===== config.mk =====
export PLATFORM = sky130hd
export DESIGN_NAME = dag_mix_access_engine
export DESIGN_NICKNAME = d
export VERILOG_FILES = /design/src/rtl/dmae_pkg.sv /design/src/rtl/dag_mix_access_engine.sv /design/src/rtl/dmae_front.sv /design/src/rtl/dmae_queue.sv /design/src/rtl/dmae_back.sv
export SDC_FILE = /design/constraint.sdc
export NUM_CORES = 2
export LEC_CHECK = 0
export BUFFER_PORTS_ARGS = -buffer_cell sky130_fd_sc_hd__clkbuf_2
export CAP_MARGIN = 40
export CORE_MARGIN = 3
export CORE_UTILIZATION = 40
export CTS_BUF_LIST = sky130_fd_sc_hd__clkbuf_2
export CTS_CLUSTER_DIAMETER = 40
export DETAILED_ROUTE_END_ITERATION = 10
export GPL_TIMING_DRIVEN = 0
export HOLD_SLACK_MARGIN = 0.12
export PLACE_DENSITY_LB_ADDON = 0.15
export SYNTH_ARGS = -nofsm -noshare
export SYNTH_HDL_FRONTEND = slang
export SYNTH_SLANG_ARGS = --single-unit

===== constraint.sdc =====
create_clock -name clk -period 8.88 [get_ports clk]
set_input_delay 1.332 -clock clk [delete_from_list [all_inputs] [get_ports clk]]
set_output_delay 1.332 -clock clk [all_outputs]
set_load 0.1 [all_outputs]

===== src/rtl/dmae_pkg.sv =====
// dmae_pkg: shared types, constants and the fnv fix-up for the dag mix access engine
// no dependencies
package dmae_pkg;

    localparam int unsigned ACCESS_COUNT = 64;
    localparam int unsigned ACC_W = 7;
    localparam int unsigned ROW_W = 27;
    localparam logic [26:0] ROW_COUNT_RESET = 27'd8388607;
    localparam logic [31:0] FNV_MULT = 32'h0100_0193;
    localparam logic [31:0] FNV_MOD_ALL = 32'hffff_ffff;

    localparam logic ACT_HEADER = 1'b0;
    localparam logic ACT_DATASET = 1'b1;
    localparam logic KIND_ROW = 1'b0;
    localparam logic KIND_MIX = 1'b1;

    // front-to-back queue entry
    typedef struct packed {
        logic        last_hdr;
        logic        last_word;
        logic [3:0]  idx;
        logic        action;
        logic [31:0] word;
    } dmae_cmd_t;

    typedef enum logic [2:0] {
        ST_IDLE,
        ST_MUL,
        ST_REQ,
        ST_DIV,
        ST_OUT_REQ,
        ST_FOLD,
        ST_OUT_MIX
    } dmae_state_t;

    function automatic logic [31:0] fnv_fix(input logic [31:0] r);
        fnv_fix = (r == FNV_MOD_ALL) ? 32'd0 : r;
    endfunction

endpackage


===== src/rtl/dag_mix_access_engine.sv =====
// dag_mix_access_engine: top level of the dag mix access engine
// depends on dmae_pkg, dmae_front, dmae_queue, dmae_back
//
// Load eight hashed header words (tuser 0), then stream 16 dataset words
// (tuser 1) per row request; after 64 accesses four compressed mix words
// follow, the fourth with tlast. A dataset word passes the back end as a
// pop and then a read-multiply-write of the mix store; a header word is
// written to the lower half and then to the upper half. Each row request
// then runs the multiply, the fnv fix-up and the one-bit-per-cycle modulo
// by row_count, and a load of the output register. The final fold runs
// four fold steps per compressed word and one load of the output register.
// A four-entry queue decouples input acceptance from the back end; the
// output register lets the next input transfer proceed while a result
// waits.
module dag_mix_access_engine
(
    input  logic        clk,
    input  logic        rst_n,
    input  logic        cfg_we,
    input  logic [26:0] cfg_wdata,       // row_count
    input  logic        s_axis_tvalid,
    output logic        s_axis_tready,
    input  logic [31:0] s_axis_tdata,    // data_word
    input  logic        s_axis_tuser,    // action
    output logic        m_axis_tvalid,
    input  logic        m_axis_tready,
    output logic [31:0] m_axis_tdata,    // value
    output logic        m_axis_tuser,    // kind
    output logic        m_axis_tlast     // last
);
    logic [26:0]         row_count_reg;
    logic                q_push, q_full, q_pop, q_valid;
    dmae_pkg::dmae_cmd_t q_in, q_out;

    // configuration register
    always_ff @(posedge clk or negedge rst_n)
    begin
        if (!rst_n)
            row_count_reg <= dmae_pkg::ROW_COUNT_RESET;
        else if (cfg_we)
            row_count_reg <= cfg_wdata;
    end

    // front end: classify and count each input transfer
    dmae_front u_front
    (
        .clk       (clk),
        .rst_n     (rst_n),
        .in_valid  (s_axis_tvalid),
        .in_ready  (s_axis_tready),
        .in_action (s_axis_tuser),
        .in_word   (s_axis_tdata),
        .q_push    (q_push),
        .q_data    (q_in),
        .q_full    (q_full)
    );

    dmae_queue u_queue
    (
        .clk       (clk),
        .rst_n     (rst_n),
        .push      (q_push),
        .push_data (q_in),
        .full      (q_full),
        .pop       (q_pop),
        .not_empty (q_valid),
        .pop_data  (q_out)
    );

    // back end: mix store, fnv, modulo and output transfer
    dmae_back u_back
    (
        .clk       (clk),
        .rst_n     (rst_n),
        .q_valid   (q_valid),
        .q_data    (q_out),
        .q_pop     (q_pop),
        .row_count (row_count_reg),
        .out_valid (m_axis_tvalid),
        .out_ready (m_axis_tready),
        .out_kind  (m_axis_tuser),
        .out_value (m_axis_tdata),
        .out_last  (m_axis_tlast)
    );
endmodule


===== src/rtl/dmae_front.sv =====
// dmae_front: accepts input transfers, drops items of the wrong kind, tags them
// depends on dmae_pkg
module dmae_front
(
    input  logic                clk,
    input  logic                rst_n,
    input  logic                in_valid,
    output logic                in_ready,
    input  logic                in_action,
    input  logic [31:0]         in_word,
    output logic                q_push,
    output dmae_pkg::dmae_cmd_t q_data,
    input  logic                q_full
);
    // front tracks the phase itself; absorb ends after the last dataset word
    logic       absorb_reg, absorb_next;
    logic [2:0] hcnt_reg, hcnt_next;
    logic [3:0] wcnt_reg, wcnt_next;
    logic [dmae_pkg::ACC_W-1:0] acnt_reg, acnt_next;
    logic       acc;
    logic       match;

    assign in_ready = !q_full;
    assign acc = in_valid && !q_full;
    assign match = absorb_reg ? (in_action == dmae_pkg::ACT_DATASET)
                              : (in_action == dmae_pkg::ACT_HEADER);

    always_comb
    begin
        absorb_next = absorb_reg;
        hcnt_next = hcnt_reg;
        wcnt_next = wcnt_reg;
        acnt_next = acnt_reg;
        q_push = acc && match;
        q_data.word = in_word;
        q_data.action = in_action;
        q_data.idx = absorb_reg ? wcnt_reg : {1'b0, hcnt_reg};
        q_data.last_hdr = !absorb_reg && (hcnt_reg == 3'd7);
        q_data.last_word = absorb_reg && (wcnt_reg == 4'd15)
            && (acnt_reg == dmae_pkg::ACC_W'(dmae_pkg::ACCESS_COUNT - 1));
        if (acc && match)
        begin
            if (!absorb_reg)
            begin
                hcnt_next = hcnt_reg + 3'd1;
                if (hcnt_reg == 3'd7)
                begin
                    absorb_next = 1'b1;
                    wcnt_next = '0;
                    acnt_next = '0;
                end
            end
            else
            begin
                wcnt_next = wcnt_reg + 4'd1;
                if (wcnt_reg == 4'd15)
                begin
                    acnt_next = acnt_reg + dmae_pkg::ACC_W'(1);
                    if (q_data.last_word)
                    begin
                        absorb_next = 1'b0;
                        hcnt_next = '0;
                    end
                end
            end
        end
    end

    always_ff @(posedge clk or negedge rst_n)
    begin
        if (!rst_n)
        begin
            absorb_reg <= 1'b0;
            hcnt_reg <= '0;
            wcnt_reg <= '0;
            acnt_reg <= '0;
        end
        else
        begin
            absorb_reg <= absorb_next;
            hcnt_reg <= hcnt_next;
            wcnt_reg <= wcnt_next;
            acnt_reg <= acnt_next;
        end
    end
endmodule


===== src/rtl/dmae_queue.sv =====
// dmae_queue: four-entry fifo between front and back
// depends on dmae_pkg
module dmae_queue
(
    input  logic                clk,
    input  logic                rst_n,
    input  logic                push,
    input  dmae_pkg::dmae_cmd_t push_data,
    output logic                full,
    input  logic                pop,
    output logic                not_empty,
    output dmae_pkg::dmae_cmd_t pop_data
);
    dmae_pkg::dmae_cmd_t mem_reg [4];
    logic [1:0] wp_reg, rp_reg;
    logic [2:0] cnt_reg;
    logic       do_push, do_pop;

    assign full = (cnt_reg == 3'd4);
    assign not_empty = (cnt_reg != 3'd0);
    assign pop_data = mem_reg[rp_reg];
    assign do_push = push && !full;
    assign do_pop = pop && not_empty;

    always_ff @(posedge clk)
    begin
        if (do_push)
            mem_reg[wp_reg] <= push_data;
    end

    always_ff @(posedge clk or negedge rst_n)
    begin
        if (!rst_n)
        begin
            wp_reg <= '0;
            rp_reg <= '0;
            cnt_reg <= '0;
        end
        else
        begin
            if (do_push)
                wp_reg <= wp_reg + 2'd1;
            if (do_pop)
                rp_reg <= rp_reg + 2'd1;
            cnt_reg <= cnt_reg + {2'b0, do_push} - {2'b0, do_pop};
        end
    end
endmodule


===== src/rtl/dmae_back.sv =====
// dmae_back: mix store, fnv multiplier, serial row modulo and result register
// depends on dmae_pkg
module dmae_back
(
    input  logic                clk,
    input  logic                rst_n,
    input  logic                q_valid,
    input  dmae_pkg::dmae_cmd_t q_data,
    output logic                q_pop,
    input  logic [26:0]         row_count,
    output logic                out_valid,
    input  logic                out_ready,
    output logic                out_kind,
    output logic [31:0]         out_value,
    output logic                out_last
);
    logic [31:0] mix_reg [16];
    logic [31:0] hfirst_reg, hfirst_next;
    logic [dmae_pkg::ACC_W-1:0] acnt_reg, acnt_next;
    dmae_pkg::dmae_state_t st_reg, st_next;
    dmae_pkg::dmae_cmd_t cmd_reg, cmd_next;
    logic [31:0] prod_reg, prod_next;
    logic [31:0] rem_reg, rem_next;
    logic [31:0] quo_reg, quo_next;
    logic [26:0] div_reg, div_next;
    logic [5:0]  bit_reg, bit_next;
    logic [1:0]  grp_reg, grp_next;
    logic [1:0]  sub_reg, sub_next;
    logic [31:0] acc_reg, acc_next;
    logic        ov_reg, ov_next;
    logic        ok_reg, ok_next;
    logic [31:0] ovl_reg, ovl_next;
    logic        ol_reg, ol_next;
    logic        mix_we;
    logic [3:0]  mix_wa;
    logic [31:0] mix_wd;
    logic [31:0] mul_a, mul_b;
    logic [32:0] trial;
    logic [3:0]  fidx;
    logic        out_free;

    assign out_valid = ov_reg;
    assign out_kind = ok_reg;
    assign out_value = ovl_reg;
    assign out_last = ol_reg;
    assign out_free = !ov_reg || out_ready;
    assign trial = {rem_reg, quo_reg[31]} - {6'd0, div_reg};
    assign fidx = {grp_reg, sub_reg};

    always_comb
    begin
        st_next = st_reg;
        cmd_next = cmd_reg;
        hfirst_next = hfirst_reg;
        acnt_next = acnt_reg;
        prod_next = prod_reg;
        rem_next = rem_reg;
        quo_next = quo_reg;
        div_next = div_reg;
        bit_next = bit_reg;
        grp_next = grp_reg;
        sub_next = sub_reg;
        acc_next = acc_reg;
        ov_next = ov_reg && !out_ready;
        ok_next = ok_reg;
        ovl_next = ovl_reg;
        ol_next = ol_reg;
        q_pop = 1'b0;
        mix_we = 1'b0;
        mix_wa = cmd_reg.idx;
        mix_wd = cmd_reg.word;
        mul_a = mix_reg[cmd_reg.idx];
        mul_b = dmae_pkg::FNV_MULT;
        case (st_reg)
            dmae_pkg::ST_IDLE:
            begin
                if (q_valid)
                begin
                    q_pop = 1'b1;
                    cmd_next = q_data;
                    if (q_data.action == dmae_pkg::ACT_HEADER)
                    begin
                        // header word goes to the lower half now and to the upper half in ST_MUL
                        mix_we = 1'b1;
                        mix_wa = q_data.idx;
                        mix_wd = q_data.word;
                        if (q_data.idx == 4'd0)
                            hfirst_next = q_data.word;
                        st_next = dmae_pkg::ST_MUL;
                    end
                    else
                        st_next = dmae_pkg::ST_MUL;
                end
            end
            dmae_pkg::ST_MUL:
            begin
                if (cmd_reg.action == dmae_pkg::ACT_HEADER)
                begin
                    mix_we = 1'b1;
                    mix_wa = {1'b1, cmd_reg.idx[2:0]};
                    if (cmd_reg.last_hdr)
                    begin
                        acnt_next = '0;
                        st_next = dmae_pkg::ST_REQ;
                    end
                    else
                        st_next = dmae_pkg::ST_IDLE;
                end
                else
                begin
                    mix_we = 1'b1;
                    mix_wd = dmae_pkg::fnv_fix((mul_a * mul_b) ^ cmd_reg.word);
                    if (cmd_reg.idx != 4'd15)
                        st_next = dmae_pkg::ST_IDLE;
                    else if (cmd_reg.last_word)
                    begin
                        grp_next = '0;
                        sub_next = '0;
                        st_next = dmae_pkg::ST_FOLD;
                    end
                    else
                    begin
                        acnt_next = acnt_reg + dmae_pkg::ACC_W'(1);
                        st_next = dmae_pkg::ST_REQ;
                    end
                end
            end
            dmae_pkg::ST_REQ:
            begin
                // product registered before the xor and the modulo
                mul_a = {25'd0, acnt_reg} ^ hfirst_reg;
                prod_next = mul_a * mul_b;
                quo_next = mix_reg[acnt_reg[3:0]];
                st_next = dmae_pkg::ST_DIV;
                bit_next = '0;
                rem_next = '0;
                div_next = (row_count == 27'd0) ? 27'd1 : row_count;
            end
            dmae_pkg::ST_DIV:
            begin
                if (bit_reg == 6'd0)
                    quo_next = dmae_pkg::fnv_fix(prod_reg ^ quo_reg);
                else
                begin
                    // one restoring step per cycle, remainder only
                    quo_next = {quo_reg[30:0], 1'b0};
                    if (!trial[32])
                        rem_next = trial[31:0];
                    else
                        rem_next = {rem_reg[30:0], quo_reg[31]};
                end
                bit_next = bit_reg + 6'd1;
                if (bit_reg == 6'd32)
                    st_next = dmae_pkg::ST_OUT_REQ;
            end
            dmae_pkg::ST_OUT_REQ:
            begin
                if (out_free)
                begin
                    ov_next = 1'b1;
                    ok_next = dmae_pkg::KIND_ROW;
                    ovl_next = rem_reg;
                    ol_next = 1'b0;
                    st_next = dmae_pkg::ST_IDLE;
                end
            end
            dmae_pkg::ST_FOLD:
            begin
                mul_a = (sub_reg == 2'd0) ? mix_reg[fidx] : acc_reg;
                if (sub_reg == 2'd0)
                    acc_next = mix_reg[fidx];
                else
                    acc_next = dmae_pkg::fnv_fix(prod_reg ^ mix_reg[fidx]);
                prod_next = ((sub_reg == 2'd0) ? mix_reg[fidx] : acc_next) * mul_b;
                if (sub_reg == 2'd3)
                    st_next = dmae_pkg::ST_OUT_MIX;
                sub_next = sub_reg + 2'd1;
            end
            dmae_pkg::ST_OUT_MIX:
            begin
                if (out_free)
                begin
                    ov_next = 1'b1;
                    ok_next = dmae_pkg::KIND_MIX;
                    ovl_next = acc_reg;
                    ol_next = (grp_reg == 2'd3);
                    grp_next = grp_reg + 2'd1;
                    st_next = (grp_reg == 2'd3) ? dmae_pkg::ST_IDLE : dmae_pkg::ST_FOLD;
                end
            end
            default:
            begin
                st_next = dmae_pkg::ST_IDLE;
            end
        endcase
    end

    always_ff @(posedge clk)
    begin
        if (mix_we)
            mix_reg[mix_wa] <= mix_wd;
        cmd_reg <= cmd_next;
        hfirst_reg <= hfirst_next;
        prod_reg <= prod_next;
        rem_reg <= rem_next;
        quo_reg <= quo_next;
        div_reg <= div_next;
        acc_reg <= acc_next;
        ovl_reg <= ovl_next;
        ok_reg <= ok_next;
        ol_reg <= ol_next;
    end

    always_ff @(posedge clk or negedge rst_n)
    begin
        if (!rst_n)
        begin
            st_reg <= dmae_pkg::ST_IDLE;
            acnt_reg <= '0;
            bit_reg <= '0;
            grp_reg <= '0;
            sub_reg <= '0;
            ov_reg <= 1'b0;
        end
        else
        begin
            st_reg <= st_next;
            acnt_reg <= acnt_next;
            bit_reg <= bit_next;
            grp_reg <= grp_next;
            sub_reg <= sub_next;
            ov_reg <= ov_next;
        end
    end
endmodule


Word-level counts from Yosys, hierarchy flattened --
Memories as Yosys holds them, arrays and structs flattened. A register that Yosys moved wholly into a read port is not among the register bits. Index checks and enable logic that the tools add are counted. Widths: inputs -> output; s select.
Word-level totals: memories kept 2, register bits 330, RAM bits 668, output and inout bits 36, word-level logic and storage cells 195, input port bits 65
Operators by class: $add $sub $neg 12, multiply operators 3, muxes and demuxes 76, bitwise operators 6, reduce and logical (&&, ||, !) cells 38, eq/ne operators 30
Memories:
- u_back.mix_reg | depth 16, bits a word 32, read ports 3, clocked after Yosys merged registers in 1, write ports 1, RTL line dmae_back.sv:17 | logic [31:0] mix_reg [16];
- u_queue.mem_reg | depth 4, bits a word 39, read ports 1, clocked after Yosys merged registers in 0, write ports 1, RTL line dmae_queue.sv:14 | dmae_pkg::dmae_cmd_t mem_reg [4];
Operator list (number):
- $mux 32 | 14
- $pmux 32 s2 | 5
- $eq 32x32->1 const B | 3
- $mul 32x25->32 const B | 3
- $xor 32x32->32 | 3
- $mux 7 | 7
- $mux 3 | 12
- $sub 33x27->33 | 1
- $xor 7x32->32 | 1
- $mux 4 | 7
- $logic_not 27->1 | 1
- $pmux 3 s7 | 1
- $mux 1 | 18
- $eq 3x3->1 const B | 5
- $add 7x1->7 const B | 2
- $ne 2x1->1 const B | 7
- $reduce_bool 2->1 | 7
- $ne 2x2->1 const B | 6
- $pmux 6 s2 | 1
- $reduce_and 4->1 | 3
- $mux 2 | 5
- $reduce_and 5->1 | 2
- $reduce_and 3->1 | 3
- $add 2x1->2 const B | 4
- 26 further kinds | 44

Logic depth before layout (Yosys ltp) --
An unclocked memory read counts as a cell.
depth in word-level cells 9, gate-level depth with buffers 38, mapped depth without buffers 34

By module --
A second synthesis with hierarchy kept.
Unflattened totals: cells, all modules 5175, area, all modules 68718.4 um^2
Modules (own cells, without submodules):
- dmae_back | area an instance 60280.3 um^2, cells each 4741, sequential area each 23787.8 um^2, instances 1
- dmae_queue | area an instance 6145.9 um^2, cells each 244, sequential area each 4859.7 um^2, instances 1
- dmae_front | area an instance 1157.4 um^2, cells each 133, sequential area each 375.4 um^2, instances 1
- dag_mix_access_engine | area an instance 1134.8 um^2, cells each 57, sequential area each 704.4 um^2, instances 1

Worst setup path after synthesis --
Ideal clock, no wire load.
kind register to register, start register with a tool-made name, end memory u_back.mix_reg[0][4], data pin, library setup time 347 ps, data arrival time 8489 ps, buffers on the path 4, period minus slack after synthesis 8836 ps, cell stages (with the launch flop) 30, path slack 44 ps, required time 8533 ps, path through dfxtp_1 -> buf_6 -> buf_2 -> clkbuf_1 -> buf_1 -> mux4_2 -> mux4_2 -> ha_1 -> ha_1 -> fa_1 -> ha_1 -> inv_1 -> fa_1 -> inv_1 -> ha_1 -> inv_1 -> fa_1 -> inv_1 -> ha_1 -> and4_1 -> and2_1 -> nand2b_1 -> or3_1 -> a31oi_1 -> a21oi_1 -> a31oi_1 -> xnor2_1 -> nand4_1 -> nand2_1 -> o311ai_1
RTL lines (RTL line):
- to (decl) | dmae_back.sv:17

Worst setup path after layout --
start register u_back.sub_reg[0], end register u_back.prod_reg[30], data pin
Between the ends: cells in the longest elaborated chain, start to end 9, elaborated cells on any way between the ends 10, those cells by class mul (1); eq/ne (1); mux (5); bitwise (1); reduce/logical (1); memory (1)
RTL lines:
- from (decl) | RTL line dmae_back.sv:28 | logic [1:0] sub_reg, sub_next;
- from (signal assigned) | RTL line dmae_back.sv:231 | sub_reg <= sub_next;
- $mem_v2 16x32
- $xor 32x32->32 | RTL line dmae_back.sv:173 | acc_next = dmae_pkg::fnv_fix(prod_reg ^ mix_reg[fidx]);
- $eq 32x32->1 | RTL line dmae_pkg.sv:37 | fnv_fix = (r == FNV_MOD_ALL) ? 32'd0 : r;
- $mux 32 | RTL line dmae_pkg.sv:37
- $mux 32 | RTL line dmae_back.sv:170 | if (sub_reg == 2'd0)
- $mux 32 | RTL line dmae_back.sv:74 | case (st_reg)
- $mux 32 (*) | RTL line dmae_back.sv:174 | prod_next = ((sub_reg == 2'd0) ? mix_reg[fidx] : acc_next) * mul_b;
- $mul 32x25->32 (*) | RTL line dmae_back.sv:174
- $pmux 32 s2 (*) | RTL line dmae_back.sv:74
- net u_back.prod_next[30] | RTL line dmae_back.sv:22 | logic [31:0] prod_reg, prod_next;
- to (signal assigned) | RTL line dmae_back.sv:204 | prod_reg <= prod_next;
- to (decl) | RTL line dmae_back.sv:22
Mark *: on every way through the listed nets, which the timed path passes. The rest lies on a longest branch. The select of a mux whose other input is x is not followed. A chain may end at the register's enable or synchronous reset.

==> results.tsv <==
stage	metric	value	unit
routing	DRT Pass-1 Iters	5	
sta	hold slack	0.284	ns
placed_design	Port Buffers	99	
final_layout	area of the multi-input gates	36500	um2
final_layout	Layout Cells excl Fill	8141	
logic_synthesis	synth warn	0	
sta	max_slew headroom	0.222	
placed_design	hpwl dp	178	mm
final_layout	filler instances	15000	
final_layout	commonest non-fill, non-tap cell in the layout	edfxtp_1	
flow_run	maxcap violations	0	
cts	clk_lat worst skew	1.73	ns
routing	DRC Markers	0	
critical_path	critical path class	reg2reg	
final_layout	max reg flops	512	
sta	fin crit period	8.73	ns
cts	CTS root buf	clkbuf_2	
critical_path	Critical-path top delay cell	fa_1	
grt	Overflow after GRT	0	
worst_hold_path	Hold EP	row_count_reg[1]$_DFFE_PN1P_	
sta	period utilisation layout	0.983	
critical_path	crit path max fanout	9	
worst_hold_path	hold wc startpoint	cfg_we	
cts	htree depth	5	
routing	drt wl/cell	28.5	um
floorplanning	die height	418	um
critical_path	RR Endpoint	u_back.prod_reg[30]$_DFFE_PP_	
cts	clock buffer depth	4	
grt	largest net degree at the start of global routing	45	
critical_path	reg2reg path depth	38	
logic_synthesis	number of flops mapped to enable cells by yosys	928	
floorplanning	die area	175000	um2
critical_path	r2r setup slk	0.15	ns
cts	total CTS buffers	293	
floorplanning	core area	168000	um2
critical_path	critical path arrival	10.04	ns
logic_synthesis	FF+latch count, synth	1002	
sta	Final Hold Vio Count	0	
critical_path	CP Capture Type	register	
logic_synthesis	Syn Nets	5901	
sta	pins over their slew limit	0	
floorplanning	Die W	418	um
logic_synthesis	Post-Syn Instances	5011	
logic_synthesis	Synth async-reset ratio	0.0699	
placed_design	GPL Wtd Cong	0.982	
worst_hold_path	worst hold path cell count	2	
critical_path	largest stage delay on the critical path	0.55	ns
worst_hold_path	Hold Path Class	in2reg	
final_layout	most frequent cells in the layout	edfxtp_1, inv_1, ha_1, clkbuf_2, mux4_2	
logic_synthesis	Seq/Total Area, Yosys	0.437	
final_layout	layout cells sized above 1	0.294	
critical_path	RR Startpoint	u_back.sub_reg[0]$_DFFE_PN0P_	
floorplanning	initial core utilization	0.405	
grt	first-pass GRT wire length	333	mm
sta	RSZ-0062 raised after global routing	yes	
sta	Worst Clk Skew	0.202	ns
floorplanning	io pins	101	
critical_path	Worst Path Required	10.20	ns
sta	# setup viols final	0	
routing	Via Count	47400	
routing	drt via density	5.82	
final_layout	Area growth, synth to finish	17.6	%
final_layout	Final Util	0.476	
final_layout	nets@finish	6636	
logic_synthesis	Synth Flop Type	edfxtp_1	
placed_design	placed cells	7469	
grt	initial antenna violation count	10	
logic_synthesis	Post-Syn Area	68000	um2
cts	CTS tree	yes	
routing	Antenna Nets Post-Route	0	
sta	measured slew at the worst slew-check pin	1.17	ns
logic_synthesis	Netlist cell types	88	
floorplanning	Core Rows	150	
logic_synthesis	Mapped Avg Cell Area	13.6	um2
cts	clk sinks	1002	
routing	Routed WL	232	mm
grt	Tot GR Track Use	0.265	
final_layout	Reg area	29700	um2
sta	fmax	115	MHz
routing	initial drt markers	4975	
critical_path	Critical Path Start Type	register	
run_status	outcome	complete, no violations	
cts	clock slew at reported path FFs	0.11	ns
grt	vias in the first global route	47700	
[cell usage after synthesis (51+ instances only)]
cell,count,area share
mux4_2,489,0.16
inv_1,607,0.034
nand3_1,51,0.0038
a21o_1,76,0.0084
a21oi_1,151,0.011
xnor2_1,176,0.023
nor3_1,51,0.0038
mux2i_1,86,0.013
nor2_1,246,0.014
mux2_2,95,0.016
xor2_1,106,0.014
edfxtp_1,928,0.41
nand2_1,197,0.011
ha_1,601,0.11
clkbuf_1,165,0.0091
o21ai_0,157,0.012
fa_1,224,0.066
[critical path, delay by kind of cell, from the launching register on]
family	cells	cell delay (ns)
compound gates	10	1.51
xor+xnor	1	0.17
mux	3	1.14
buf+inv	9	1.31
fa+ha+maj	7	2.39
flops	1	0.44
simple gates	8	1.38
[cell families after synthesis]
group | count (synthesis) | share of synthesized area
muxes | 671 | 0.191
AOI/OAI and AO/OA | 615 | 0.0578
adders and majority gates | 825 | 0.177
DFF | 1002 | 0.437
xor gates and xnor gates | 284 | 0.0370
and+or+nand+nor | 748 | 0.0518
buffers and inverters | 866 | 0.0491
[what timing repair did]
| action | in CTS | in global routing |
|---|---|---|
| hold buffers | 64 | 0 |
| gates resized for setup | 382 | 127 |
| cloned | 6 | 4 |
| setup endpoints to repair | 535 | 507 |
| setup buffers | 72 | 54 |
| endpoints found under the hold margin | 238 | 0 |
| pin swaps | 40 | 75 |
[worst max-delay path by stage]
stage	start	slack, ns	endpoint	depth (start not counted)
2_1_floorplan	register	0.04	u_back.mix_reg[0][4]$_DFFE_PP_	29
3_3_place_gp	u_back.grp_reg[0]$_DFFE_PN0P_	-4.12	u_back.prod_reg[30]$_DFFE_PP_	34
3_5_place_dp	u_back.sub_reg[1]$_DFFE_PN0P_	-2.79	u_back.prod_reg[30]$_DFFE_PP_	37
4_1_cts	u_back.sub_reg[0]$_DFFE_PN0P_	-0.09	u_back.prod_reg[30]$_DFFE_PP_	37
5_1_grt	u_back.sub_reg[0]$_DFFE_PN0P_	-0.14	u_back.prod_reg[30]$_DFFE_PP_	39
6_report	u_back.sub_reg[0]$_DFFE_PN0P_	0.15	u_back.prod_reg[30]$_DFFE_PP_	38
[per-stage QoR]
step / setup slack (ns) / setup TNS [ns] / area (um2)
final: 0.150 / 0 / 80000
after global routing: -0.135 / -0.173 / 80000
after CTS: -0.0869 / -0.0869 / 78900
after detailed placement: -2.79 / -885.61 / 73600
after global placement: -4.12 / -1238.60 / 71300
after floorplan: 0.0437 / 0 / 68000
[area by class of cell]
type                            instances  share of cell area
Sequential cell                      1002               0.372
Clock inverter                         76             0.00483
Timing Repair Buffer                  447              0.0575
Buffer                                249              0.0214
Tap cell                             2204              0.0345
Clock buffer                          400              0.0250
Antenna cell                           10            0.000313
Multi-Input combinational cell       3144               0.456
Inverter                              609              0.0286
[routing by layer]
| metal | GRT usage | share of wire | up-vias |
|---|---|---|---|
| met5 | 0 | 0.000086 | - |
| met1 | 0.347 | 0.39 | 23900 |
| met4 | 0.129 | 0.056 | 4 |
| met3 | 0.0614 | 0.096 | 598 |
| met2 | 0.414 | 0.45 | 2487 |
| li1 | - | - | 20400 |
Power is left out: the tool's default activity adds up to more than one toggle a clock period on the data nets, which glitch-free logic cannot reach.
